==> src/rtl/pcsd_pkg.sv <==
// ----------------------------------------------------------------------------
// pcsd_pkg
// Shared constants, word types and command codes of the prefix code decoder.
// ----------------------------------------------------------------------------
`default_nettype none

package pcsd_pkg;

    // Table and code geometry
    localparam int TABLE_ENTRIES = 512;
    localparam int IDX_W         = $clog2(TABLE_ENTRIES);
    localparam int SPAN_W        = $clog2(TABLE_ENTRIES + 1);
    localparam int MAX_CODE_BITS = 32;
    localparam int LEN_W         = $clog2(MAX_CODE_BITS + 1);

    // Fixed field widths
    localparam int CMD_W     = 2;
    localparam int INDEX_W   = 9;
    localparam int SYM_W     = 8;
    localparam int CODE_W    = 32;
    localparam int ELEN_W    = 6;
    localparam int BYTE_W    = 8;
    localparam int BIT_IDX_W = $clog2(BYTE_W);
    localparam int LEN_CMP_W = (LEN_W > ELEN_W) ? LEN_W : ELEN_W;

    // Configuration registers
    localparam int LIMIT_W     = 48;
    localparam int IN_USE_W    = 10;
    localparam int CFG_DATA_W  = 48;
    localparam int CFG_INDEX_W = 1;
    localparam logic [CFG_INDEX_W-1:0] REG_SYMBOL_LIMIT   = 1'd0;
    localparam logic [CFG_INDEX_W-1:0] REG_ENTRIES_IN_USE = 1'd1;

    // Command queue
    localparam int QUEUE_DEPTH = 4;
    localparam int QPTR_W      = $clog2(QUEUE_DEPTH);
    localparam int QCNT_W      = $clog2(QUEUE_DEPTH + 1);

    // Command field codes
    localparam logic [CMD_W-1:0] CMD_LOAD    = 2'd0;
    localparam logic [CMD_W-1:0] CMD_DATA    = 2'd1;
    localparam logic [CMD_W-1:0] CMD_RESTART = 2'd2;

    typedef struct packed {
        logic [CMD_W-1:0]   command;
        logic [INDEX_W-1:0] entry_index;
        logic [SYM_W-1:0]   entry_symbol;
        logic [CODE_W-1:0]  entry_code;
        logic [ELEN_W-1:0]  entry_length;
        logic [BYTE_W-1:0]  data_byte;
    } item_t;

    typedef struct packed {
        logic [SYM_W-1:0] symbol;
        logic             last;
        logic             done_res;
        logic             code_error;
    } result_t;

    // Classified operation held in the queue
    typedef enum logic [1:0] {
        OP_LOAD,
        OP_DATA,
        OP_RESTART
    } op_t;

    typedef struct packed {
        op_t                op;
        logic [INDEX_W-1:0] index;
        logic [SYM_W-1:0]   symbol;
        logic [CODE_W-1:0]  code;
        logic [ELEN_W-1:0]  length;
        logic [BYTE_W-1:0]  data;
    } qword_t;

endpackage

`default_nettype wire

==> src/rtl/pcsd_queue.sv <==
// ----------------------------------------------------------------------------
// pcsd_queue
// Small first-in first-out queue of classified commands.
// ----------------------------------------------------------------------------
`default_nettype none

module pcsd_queue (
    input  wire logic             clk,
    input  wire logic             rst_n,
    input  wire logic             push,
    input  wire pcsd_pkg::qword_t push_word,
    output logic                  full,
    input  wire logic             pop,
    output logic                  head_valid,
    output pcsd_pkg::qword_t      head_word
);

    pcsd_pkg::qword_t                 slot_reg [pcsd_pkg::QUEUE_DEPTH];
    logic [pcsd_pkg::QPTR_W-1:0]      wr_ptr_reg;
    logic [pcsd_pkg::QPTR_W-1:0]      rd_ptr_reg;
    logic [pcsd_pkg::QCNT_W-1:0]      count_reg;
    logic                             do_push;
    logic                             do_pop;

    assign full       = (count_reg == pcsd_pkg::QCNT_W'(pcsd_pkg::QUEUE_DEPTH));
    assign head_valid = (count_reg != '0);
    assign head_word  = slot_reg[rd_ptr_reg];
    assign do_push    = push && !full;
    assign do_pop     = pop && head_valid;

    always_ff @(posedge clk)
    begin
        if (do_push)
        begin
            slot_reg[wr_ptr_reg] <= push_word;
        end
    end

    always_ff @(posedge clk or negedge rst_n)
    begin
        if (!rst_n)
        begin
            wr_ptr_reg <= '0;
            rd_ptr_reg <= '0;
            count_reg  <= '0;
        end
        else
        begin
            if (do_push)
            begin
                wr_ptr_reg <= wr_ptr_reg + 1'b1;
            end
            if (do_pop)
            begin
                rd_ptr_reg <= rd_ptr_reg + 1'b1;
            end
            case ({do_push, do_pop})
                2'b10:   count_reg <= count_reg + 1'b1;
                2'b01:   count_reg <= count_reg - 1'b1;
                default: count_reg <= count_reg;
            endcase
        end
    end

endmodule

`default_nettype wire

==> config.mk <==
export PLATFORM = sky130hd
export DESIGN_NAME = pcsd_queue
export DESIGN_NICKNAME = d
export VERILOG_FILES = /design/src/rtl/pcsd_pkg.sv /design/src/rtl/pcsd_queue.sv
export SDC_FILE = /design/constraint.sdc
export NUM_CORES = 1
export LEC_CHECK = 0
export ABC_AREA = 1
export CAP_MARGIN = 10
export CELL_PAD_IN_SITES_DETAIL_PLACEMENT = 1
export CELL_PAD_IN_SITES_GLOBAL_PLACEMENT = 1
export CORE_ASPECT_RATIO = 1.5
export CORE_UTILIZATION = 55
export DETAILED_ROUTE_END_ITERATION = 7
export DONT_BUFFER_PORTS = 1
export PLACE_DENSITY = 0.81
export SLEW_MARGIN = 20
export SYNTH_ARGS = -nofsm -noshare
export SYNTH_HDL_FRONTEND = slang
export SYNTH_SLANG_ARGS = --single-unit
export TNS_END_PERCENT = 10
==> constraint.sdc <==
create_clock -name clk -period 5.9 [get_ports clk]
set_input_delay 0.295 -clock clk [delete_from_list [all_inputs] [get_ports clk]]
set_output_delay 0.295 -clock clk [all_outputs]
set_load 0.03 [all_outputs]
Yosys cells after proc, flatten, opt, wreduce, memory -nomap -nowiden
Memories as Yosys holds them, arrays and structs flattened.
Index checks and enable logic that the tools add are counted.

storage, ports and cells
  bits in writable memories = 260
  flip-flop bits (word level) = 7
  output and inout port bits = 67
  memories kept = 1

cells by class
  reduce and logical (&&, ||, !) cells = 5
  equality and inequality tests = 3
  mux-type cells = 3
  add/sub/neg operators = 4

memories
  name      depth  width  rd ports  clocked after Yosys merged registers in  wr ports  RTL line          text
  slot_reg  4      65     1         0                                        1         pcsd_queue.sv:18  pcsd_pkg::qword_t slot_reg [pcsd_pkg::QUEUE_DEPTH];

operator list
  kind                 count
  $pmux 3 s2           1
  $add 2x1->2 const B  2
  $add 3x1->3 const B  1
  $eq 3x3->1 const B   1
  $reduce_bool 3->1    1
  $sub 3x1->3 const B  1
  $eq 2x1->1 const B   1
  $eq 2x2->1 const B   1
  $logic_and 1x1->1    2
  $mux 1               2
  $reduce_bool 2->1    1
  $logic_not 1->1      1

Logic depth before layout (Yosys ltp)
Gate-level depths: netlist (run 1).

  depth in word-level cells = 5
  mapped depth = 12
  gate-level depth less buffers = 12

Least setup slack after synthesis (run 1)
Ideal clock, no wire load.

  kind = register to register
  start point = register count_reg[0] in the netlist's numbering
  end point = memory slot_reg[0][0] in the netlist's numbering, enable pin
  path buffers = 0
  slack = 1988 ps
  clock period less this slack = 3912 ps
  cell stages (with the launch flop) = 5
  library setup time = 489 ps
  data arrival time = 3424 ps
  cells stage by stage = dfrtp_1 -> inv_1 -> nand3_1 -> nand2_1 -> nor2_1

between the ends
  longest elaborated chain between the ends = 5

RTL lines
  element                       RTL line          text
  start, declared               pcsd_queue.sv:21  logic [pcsd_pkg::QCNT_W-1:0] count_reg;
  start signal, assigned        pcsd_queue.sv:58  2'b10: count_reg <= count_reg + 1'b1;
  start signal, assigned        pcsd_queue.sv:59  2'b01: count_reg <= count_reg - 1'b1;
  start signal, assigned        pcsd_queue.sv:60  default: count_reg <= count_reg;
  $eq 3x3->1                    pcsd_queue.sv:25  assign full = (count_reg == pcsd_pkg::QCNT_W'(pcsd_pkg::QUEUE_DEPTH));
  $logic_not 1->1               pcsd_queue.sv:28  assign do_push = push && !full;
  $logic_and 1x1->1             pcsd_queue.sv:28
  $mux 1                        pcsd_queue.sv:33  if (do_push)
  $mux 1 (not written as such)  pcsd_queue.sv:35  slot_reg[wr_ptr_reg] <= push_word;
  end, declared                 pcsd_queue.sv:18

Every way passes these cells.

==> flow_summary.yaml, run 1 <==
setup_path:
  path_max_fanout: 171
  cpPeakStageDelay_ns: 0.80
  timing.critical_path.slowest_stage_cell: "buf_4"
  cp.arrival_ns: 3.09
  required_ns: 5.61
  crit_start: "rd_ptr_reg[0]$_DFFE_PN0P_"
  crit_type: "flip-flop to primary output"
  cp-end-kind: "primary output"
  path_cells: "inv_8 -> buf_4 -> nand2_1 -> o211ai_1 -> nand2_1"
  r2r-start: "count_reg[0]$_DFFE_PN0P_"
  crit_top_cell: "nand2_1"
  start_kind: "flip-flop"
  cp_top_family: "buffers and inverters"
  timing.critical_path.buf_inv: 2
synthesis:
  synthAdderAreaFrac: 0.007735
  yosysSeqAreaShare: 0.7477
  netlist_instances: 819
  synth_top_family_by_area: "compound AO/OA/AOI/OAI gates"
  synth_top_area_frac: 0.7313
  synth_xor_area_frac: 0.0008203
  synthMuxAreaShare: 0
  ys_seq_elements: 267
  synthSimpleGateAreaFrac: 0.08016
  synth_cell_types: 19
  netlist_area_um2: 10680
  synth_top_area_cell: "edfxtp_1"
  yosysWarnings: 0
  synth.net_count: 894
  netlist_top_cells_area: "edfxtp_1 73%, o211ai_1 9.1%, nand2_1 7.5%"
  synth_compound_area_frac: 0.09188
  avgSynthCellArea_um2: 13.04
global_routing:
  grt_max_degree: 172
  grt_pass1_wl_um: 38020
  grt_pass1_vias: 7186
  antenna_found_initial: 3
  grt_usage: 0.2521
  grt_remaining_overflow: 0
clock_network:
  cts_buffers: 24
  clk_pin_slew_ns: 0.06
  clk_path_buf_depth: 3
  htree_levels: 1
  post_cts_resized: 0
  cts_tree: "built"
  cts_root_buffer: "clkbuf_16"
  clk_latency_ns: 0.52
  cts.sinks: 267
drt:
  totalWireLength_um: 24400
  firstDrtPassIters: 5
  vias_per_cell: 5.540
  ant_nets: 0
  drc: 0
  drtIter0Drc: 456
  wl_per_cell_um: 21.15
  route.vias.total: 6393
cells_and_area:
  area_growth_pct: 15.33
  layoutNonFillerInstCount: 1154
  fin_nets: 952
  largest_register_ffs: 260
  layout-drive-gt1-share: 0.05698
  fin_area_um2: 12310
timing:
  rsz0062_at_grt: "no"
  slew_viol_final: 0
  slew_headroom: 0.3252
  whs_ns: 0.1463
  period_minus_slack_ns: 3.382
  tightestPinTransition_ns: 1.012
  fmax_ghz: 0.2957
  final.setup.tns_ns: 0
  fin_crit_sh: 0.5732
  fin_skew_ns: 0.01113
  setup_viol: 0
  hold_viol: 0
placed_design:
  placed_cells: 1039
  place_area_um2: 10870
  portBuffers: 0
  gp_congestion: 0.7935
  dp_hpwl_um: 13180
status:
  status: "finished, final reports clean"
power_and_ir_drop:
  powerDensity_nw_per_um2: 523.1
  power_leakage_nw: 4.746
  finalPower_mw: 6.440
  ir_drop_mv: 0.3361
floorplanning:
  die_w_um: 115.8
  chipHeight_um: 172.6
  fp.coreArea_um2: 19080
  rows: 62
  start_util: 0.5595
  die_area_um2: 19980
  io_pins: 136
worst_hold_path:
  hold_class: "primary input to asynchronous set/reset pin"
flow_run:
  cap_violations: 0
-- final timing paths --
check / endpoint / slack, ns / depth (start not counted)
setup reg to reg: slot_reg[2][46]$_DFFE_PP_ / 3.57 / 5
hold / removal: wr_ptr_reg[0]$_DFFE_PN0P_ / 0.15 / 1
hold reg to reg: count_reg[0]$_DFFE_PN0P_ / 0.49 / 1
min in group clk: wr_ptr_reg[1]$_DFFE_PN0P_ / 0.26 / 3
max in group asynchronous: rd_ptr_reg[1]$_DFFE_PN0P_ / 5.44 / 1
setup / recovery: head_word[24] / 2.52 / 5
-- cells in the final DEF (no fill, tap or decap), drive strengths merged --
cell,Yosys,routed
edfxtp,260,260
clkinvlp,0,3
nand2,213,213
nor2,4,4
o21ai,1,1
o211ai,130,130
nand4,1,1
dlygate4sd3,0,68
fa,1,1
ha,5,5
diode,0,3
clkinv,0,7
nand3,7,7
buf,37,7
inv,146,146
dfrtp,7,7
xnor2,1,1
clkbuf,6,34
-- kinds of logic (layout without fill, tap and decap cells) --
| family | Yosys count | in the layout |
|---|---|---|
| AND/OR/NAND/NOR | 225 | 225 |
| adder cells (fa/ha/maj) | 6 | 6 |
| XOR/XNOR | 1 | 1 |
| other | 0 | 3 |
| AO/OA/AOI/OAI | 131 | 131 |
| buffers and inverters | 189 | 265 |
| flip-flops | 267 | 267 |
-- routing by layer --
| metal | track usage | up-vias | routed length [µm] |
|---|---|---|---|
| met1 | 0.2821 | 3246 | 9136 |
| met4 | 0.07959 | 0 | 561 |
| met3 | 0.04837 | 40 | 1147 |
| met2 | 0.4707 | 140 | 13560 |
| li1 | - | 2967 | - |
| met5 | 0 | - | 0 |
-- synth_stat cells --
cell	number
nand4_1	1
inv_1	144
edfxtp_1	260
buf_2	26
buf_1	7
nor2_1	4
clkbuf_1	5
ha_1	5
buf_6	2
nand2_1	213
nand3_1	7
xnor2_1	1
clkbuf_2	1
dfrtp_1	7
buf_4	2
inv_2	2
o211ai_1	130
fa_1	1
o21ai_0	1
-- stage by stage --
stage / utilization / setup slack [ns]
floorplan: - / 1.988
global placement: 0.5695 / 3.148
detailed placement: 0.5695 / 2.899
CTS: 0.6447 / 2.336
global route: 0.6451 / 2.262
finish: 0.6452 / 2.518
-- layout make-up --
class,instances,area [µm²]
fillers,1800,6770
clock buffers,34,699.4
flip-flops and latches,267,7984
diodes,3,7.507
multi-input cells,363,1958
inverters,146,555.5
clock inverters,10,55.05
well taps,256,320.3
repair buffers,75,733.2
-- where the power goes --
group	internal [mW]	leakage (nW)	total (mW)	switching (mW)
Clock	0.827	0.366	1.49	0.661
Sequential	2.50	2.47	2.62	0.113
Combinational	0.431	1.91	2.33	1.90
Total	3.76	4.75	6.44	2.68
-- repair_timing --
item	in CTS	in global routing
hold buffers	68	0
setup buffers	0	0
hold endpoints to repair	271	0
No activity file was read; power rests on OpenSTA's default activity.
==> inputs of run 2 (changes only) <==
- CORE_UTILIZATION: 55 -> 46
- PLACE_DENSITY: 0.81 -> 0.72
- clock period: 5.9 -> 3.1 ns (I/O delays scaled with it)
==> run 2 against run 1 <==
Effect of this change: flip-flop and latch count did not move; design area rose by 1.2%; final cell count rose by 2.9%; global-route usage fell by 4.1 points; non-clock buffer count rose by 9; first-iteration DRC count fell by 38%; clock power rose by 95%; register-to-register slack got worse by 2.8 ns; via count fell by 1.1%; combinational power rose by 96%; sequential share of layout area fell by 0.76 points; critical endpoint is now count_reg[2]$_DFFE_PN0P_.
==> flow_summary.yaml, run 2 (synthesis gave the netlist of run 1 again) <==
status:
  status: "finished, final reports clean"
worst_hold_path:
  hold_class: "primary input to flip-flop"
  min-delay-start: "push"
setup_path:
  path_max_fanout: 7
  cp-end-kind: "flip-flop"
  start_kind: "flip-flop"
  timing.critical_path.buf_inv: 3
  cp.arrival_ns: 2.76
  cp_top_family: "simple AND/OR/NAND/NOR gates"
  path_cells: "inv_1 -> nand3_1 -> nand2_1 -> ha_1 -> inv_1 -> fa_1 -> inv_1 -> nand2_1 -> nand4_1 -> nand2_1"
  r2r-start: "count_reg[0]$_DFFE_PN0P_"
  crit_start: "count_reg[0]$_DFFE_PN0P_"
  required_ns: 3.52
  crit_type: "flip-flop to flip-flop"
  timing.critical_path.slowest_stage_cell: "nand2_1"
  cpPeakStageDelay_ns: 0.42
clock_network:
  clk_pin_slew_ns: 0.07
  clk_latency_ns: 0.53
  cts_root_buffer: "clkbuf_16"
  htree_levels: 1
  cts_tree: "built"
  cts.sinks: 267
  clk_path_buf_depth: 3
  post_cts_buffers: 0
  cts_buffers: 26
global_routing:
  grt_remaining_overflow: 0
  antenna_found_initial: 3
  grt_pass1_wl_um: 38250
  grt_pass1_vias: 7208
  grt_usage: 0.2112
  grt_max_degree: 137
timing:
  tightestPinTransition_ns: 0.6454
  setup_slack_ns: 0.7560
  final.setup.tns_ns: 0
  fin_crit_sh: 0.7561
  slew_headroom: 0.5697
  hold_viol: 0
  period_minus_slack_ns: 2.344
  setup_viol: 0
  fmax_ghz: 0.4266
  slew_viol_final: 0
  rsz0062_at_grt: "no"
  fin_skew_ns: 0.01559
floorplanning:
  die_area_um2: 23840
  rows: 67
  die_w_um: 126.4
  fp.coreArea_um2: 22550
  io_pins: 136
  start_util: 0.4735
  chipHeight_um: 188.6
placed_design:
  pre_cts_ws_ns: 0.7930
  dp_hpwl_um: 14780
  portBuffers: 0
  gp_congestion: 0.7767
  placed_cells: 1067
drt:
  highest_layer: "met4"
  wl_met2_um: 13860
  drc: 0
  drtIter0Drc: 285
  firstDrtPassIters: 4
  met3_length_um: 1110
  route.vias.total: 6321
  vias_per_cell: 5.325
  ant_nets: 0
  routedLengthMet1_um: 8499
  wl_per_cell_um: 20.44
  totalWireLength_um: 24260
cells_and_area:
  fin_util: 0.5525
  layout-drive-gt1-share: 0.05954
  area_growth_pct: 16.69
  nFillCells: 2207
  largest_register_ffs: 260
  final_common_cell: "edfxtp_1"
  final_cell_mix: "260 x edfxtp_1, 213 x nand2_1, 144 x inv_1, 130 x o211ai_1, 69 x dlygate4sd3_1"
  layoutNonFillerInstCount: 1187
  fin_nets: 963
flow_run:
  cap_violations: 0
power_and_ir_drop:
  power_leakage_nw: 4.806
  switching_power_mw: 5.124
  power_frac_seq: 0.399
  finalPower_mw: 12.42
  pwr-share-clk: 0.234
  power_frac_comb: 0.367
  powerDensity_nw_per_um2: 996.7
  internal_power_mw: 7.293
  ir_drop_mv: 0.6140
  p_sw_frac: 0.4127
## run 2: worst paths after layout
| kind | end | cells past startpoint | slack (ns) |
|---|---|---|---|
| worst max-delay path | count_reg[2]$_DFFE_PN0P_ | 10 | 0.76 |
| worst min-delay path | wr_ptr_reg[0]$_DFFE_PN0P_ | 3 | 0.16 |
| worst max register to register | count_reg[2]$_DFFE_PN0P_ | 10 | 0.76 |
| worst min register to register | count_reg[1]$_DFFE_PN0P_ | 2 | 0.52 |
| max in group asynchronous | rd_ptr_reg[1]$_DFFE_PN0P_ | 2 | 2.29 |
| min in group asynchronous | count_reg[1]$_DFFE_PN0P_ | 2 | 0.52 |
## run 2: worst register-to-register path, delay by kind of cell (launching register included)
family	cells	cell delay [ns]
simple gates	5	0.83
fa+ha+maj	2	0.68
flops	1	0.41
buf+inv	3	0.32
## run 2: layout make-up
type                    instances  area (µm²)  area share
clock buffers                  36       688.2     0.05524
multi-input cells             363        1958      0.1572
well taps                     276       345.3     0.02772
clock inverters                11       91.34    0.007332
flip-flops and latches        267        7984      0.6409
diodes                          4       10.01   0.0008035
inverters                     146       553.0     0.04439
repair buffers                 84       828.3     0.06649
## run 2: metal layers
| layer | vias up | GRT usage |
|---|---|---|
| met5 | - | 0 |
| met4 | 0 | 0.09222 |
| met3 | 54 | 0.04003 |
| met2 | 147 | 0.4178 |
| met1 | 3140 | 0.2088 |
| li1 | 2980 | - |
## run 2: stage by stage
stage / hold slack (ns) / cell area, µm²
after floorplan: -0.1406 / 10680
after global placement: -0.1404 / 10980
after detailed placement: -0.1404 / 10980
after CTS: 0.1357 / 12450
after global routing: 0.1679 / 12460
final: 0.1610 / 12460
## run 2: repair_timing
action,CTS,global route
resized for setup,0,0
hold buffers,69,0
hold endpoints to repair,271,0
## run 2: power by group through the flow
stage	Sequential [mW]	Clock, mW	Combinational (mW)
6_report	4.96	2.90	4.56
2_1_floorplan	5.01	0	3.54
5_1_grt	5.01	3.09	4.96
3_3_place_gp	4.98	0	4.32
3_5_place_dp	5.03	0	4.51
4_1_cts	4.96	2.98	4.65
==> inputs of run 3 (changes only) <==
- CORE_UTILIZATION: 46 -> 51
- PLACE_DENSITY: 0.72 -> 0.75
- clock period: 3.1 -> 2.4 ns (I/O delays scaled with it)
==> run 3 against run 2 <==
Effect of this change: combinational power up 61%; design area up 4.9%; hold slack better by 0.14 ns; count of clock-buffer cells in the layout down 9; core utilization up 8.7 points; critical path type is now flip-flop to primary output; non-clock buffer count up 70; flip-flop and latch count unchanged.
==> flow_summary.yaml, run 3 (synthesis gave the netlist of run 1 again) <==
global_routing:
  grt_pass1_wl_um: 39540
  grt_remaining_overflow: 0
  grt_usage: 0.2420
  grt_max_degree: 77
  antenna_found_initial: 2
  grt_pass1_vias: 7437
worst_hold_path:
  hold_class: "primary input to flip-flop"
flow_run:
  cap_violations: 0
setup_path:
  cp-end-kind: "primary output"
  cpPeakStageDelay_ns: 0.42
  cp.arrival_ns: 2.15
  start_kind: "flip-flop"
  path_depth: 6
  r2r_end: "count_reg[2]$_DFFE_PN0P_"
  timing.critical_path.slowest_stage_cell: "dfrtp_1"
  r2r-start: "count_reg[0]$_DFFE_PN0P_"
  required_ns: 2.28
  endpoint: "head_word[43]"
  path_max_fanout: 76
  timing.critical_path.buf_inv: 3
  r2r_cells: 10
  path_cells: "bufinv_16 -> buf_12 -> nand2_1 -> o211ai_1 -> nand2_1 -> buf_4"
  crit_start: "rd_ptr_reg[0]$_DFFE_PN0P_"
  cp_top_family: "buffers and inverters"
  crit_type: "flip-flop to primary output"
  crit_top_cell: "nand2_1"
  r2r_slack_ns: 0.45
clock_network:
  clk_path_buf_depth: 3
  htree_levels: 1
  post_cts_buffers: 0
  cts_root_buffer: "clkbuf_16"
  cts.sinks: 267
  clk_pin_slew_ns: 0.07
  cts_buffers: 24
  clk_latency_ns: 0.52
  cts_tree: "built"
floorplanning:
  chipHeight_um: 179.2
  start_util: 0.5229
  fp.coreArea_um2: 20420
  io_pins: 136
  die_w_um: 120.1
  die_area_um2: 21530
  rows: 64
power_and_ir_drop:
  ir_drop_mv: 0.8529
  powerDensity_nw_per_um2: 1347
  power_leakage_nw: 5.172
  finalPower_mw: 17.61
timing:
  rsz0062_at_grt: "yes"
  hold_viol: 0
  fin_skew_ns: 0.01721
  tightestPinTransition_ns: 0.6301
  fin_crit_sh: 0.9453
  whs_ns: 0.3019
  setup_slack_ns: 0.1313
  period_minus_slack_ns: 2.269
  fmax_ghz: 0.4408
  slew_viol_final: 0
  slew_headroom: 0.5800
  setup_viol: 0
cells_and_area:
  fin_nets: 1031
  multi_input_area_um2: 1958
  fin_util: 0.6400
  area_growth_pct: 22.40
  layout-drive-gt1-share: 0.1326
  regArea_um2: 7984
  layoutNonFillerInstCount: 1239
  largest_register_ffs: 260
  final_cell_mix: "260 x edfxtp_1, 213 x nand2_1, 144 x inv_1, 130 x o211ai_1, 77 x buf_4"
  nFillCells: 1959
  final_common_cell: "edfxtp_1"
drt:
  route.vias.total: 6637
  wl_per_cell_um: 20.75
  drtIter0Drc: 433
  totalWireLength_um: 25710
  drc: 0
  firstDrtPassIters: 4
  vias_per_cell: 5.357
  ant_nets: 0
placed_design:
  portBuffers: 0
  placed_cells: 1125
  pre_cts_ws_ns: 0.4636
  gp_congestion: 0.7649
  dp_hpwl_um: 15310
status:
  status: "finished, final reports clean"
run 3: layout make-up:
cell class / count / area share
Antenna cell: 2 / 0.0003830
Sequential cell: 267 / 0.6110
Inverter: 146 / 0.04395
Tap cell: 264 / 0.02528
Timing Repair Buffer: 154 / 0.1087
Clock buffer: 27 / 0.04845
Clock inverter: 16 / 0.01245
Multi-Input combinational cell: 363 / 0.1498
run 3: layer usage:
metal,GRT usage,vias to the layer above,part of all wire
met2,0.4538,169,0.55
met5,0,-,0
met1,0.2700,3301,0.38
met3,0.03435,56,0.040
li1,-,3111,-
met4,0.1073,0,0.034
run 3: power by group:
group	internal [mW]	switching, mW	leakage, nW	total, mW
clock network	2.22	1.67	0.375	3.89
logic	2.32	5.00	2.33	7.32
registers	6.13	0.266	2.47	6.40
total	10.7	6.94	5.17	17.6
run 3: worst min-delay path by stage:
stage | from | endpoint | depth (start not counted)
after global routing | push_word[61] | slot_reg[2][61]$_DFFE_PP_ | 1
after CTS | push_word[49] | slot_reg[0][49]$_DFFE_PP_ | 1
after detailed placement | rst_n | count_reg[0]$_DFFE_PN0P_ | 0
final | push_word[49] | slot_reg[3][49]$_DFFE_PP_ | 1
after floorplan | rst_n | count_reg[0]$_DFFE_PN0P_ | 0
after global placement | rst_n | count_reg[2]$_DFFE_PN0P_ | 0
run 3: metrics by stage:
stage                     area (µm²)  TNS [ns]
after detailed placement       11550         0
after global routing           13070  -0.01067
after global placement         11550         0
after floorplan                10690   -121.75
final                          13070         0
after CTS                      13040         0
run 3: repair_timing:
| action | in CTS | in global routing |
|---|---|---|
| resized for setup | 2 | 3 |
| pin swaps | 0 | 0 |
| hold buffers | 69 | 0 |
| endpoints found under the hold margin | 271 | 0 |
| gates cloned | 0 | 0 |
| endpoints found under the setup margin | 6 | 19 |
run 3: worst reg2reg max path, delay by kind of cell, from the launching register on:
kind                       cells  cell delay (ns)
and+or+nand+nor                6             0.64
adders and majority gates      2             0.58
DFF                            1             0.40
buffers and inverters          2             0.20
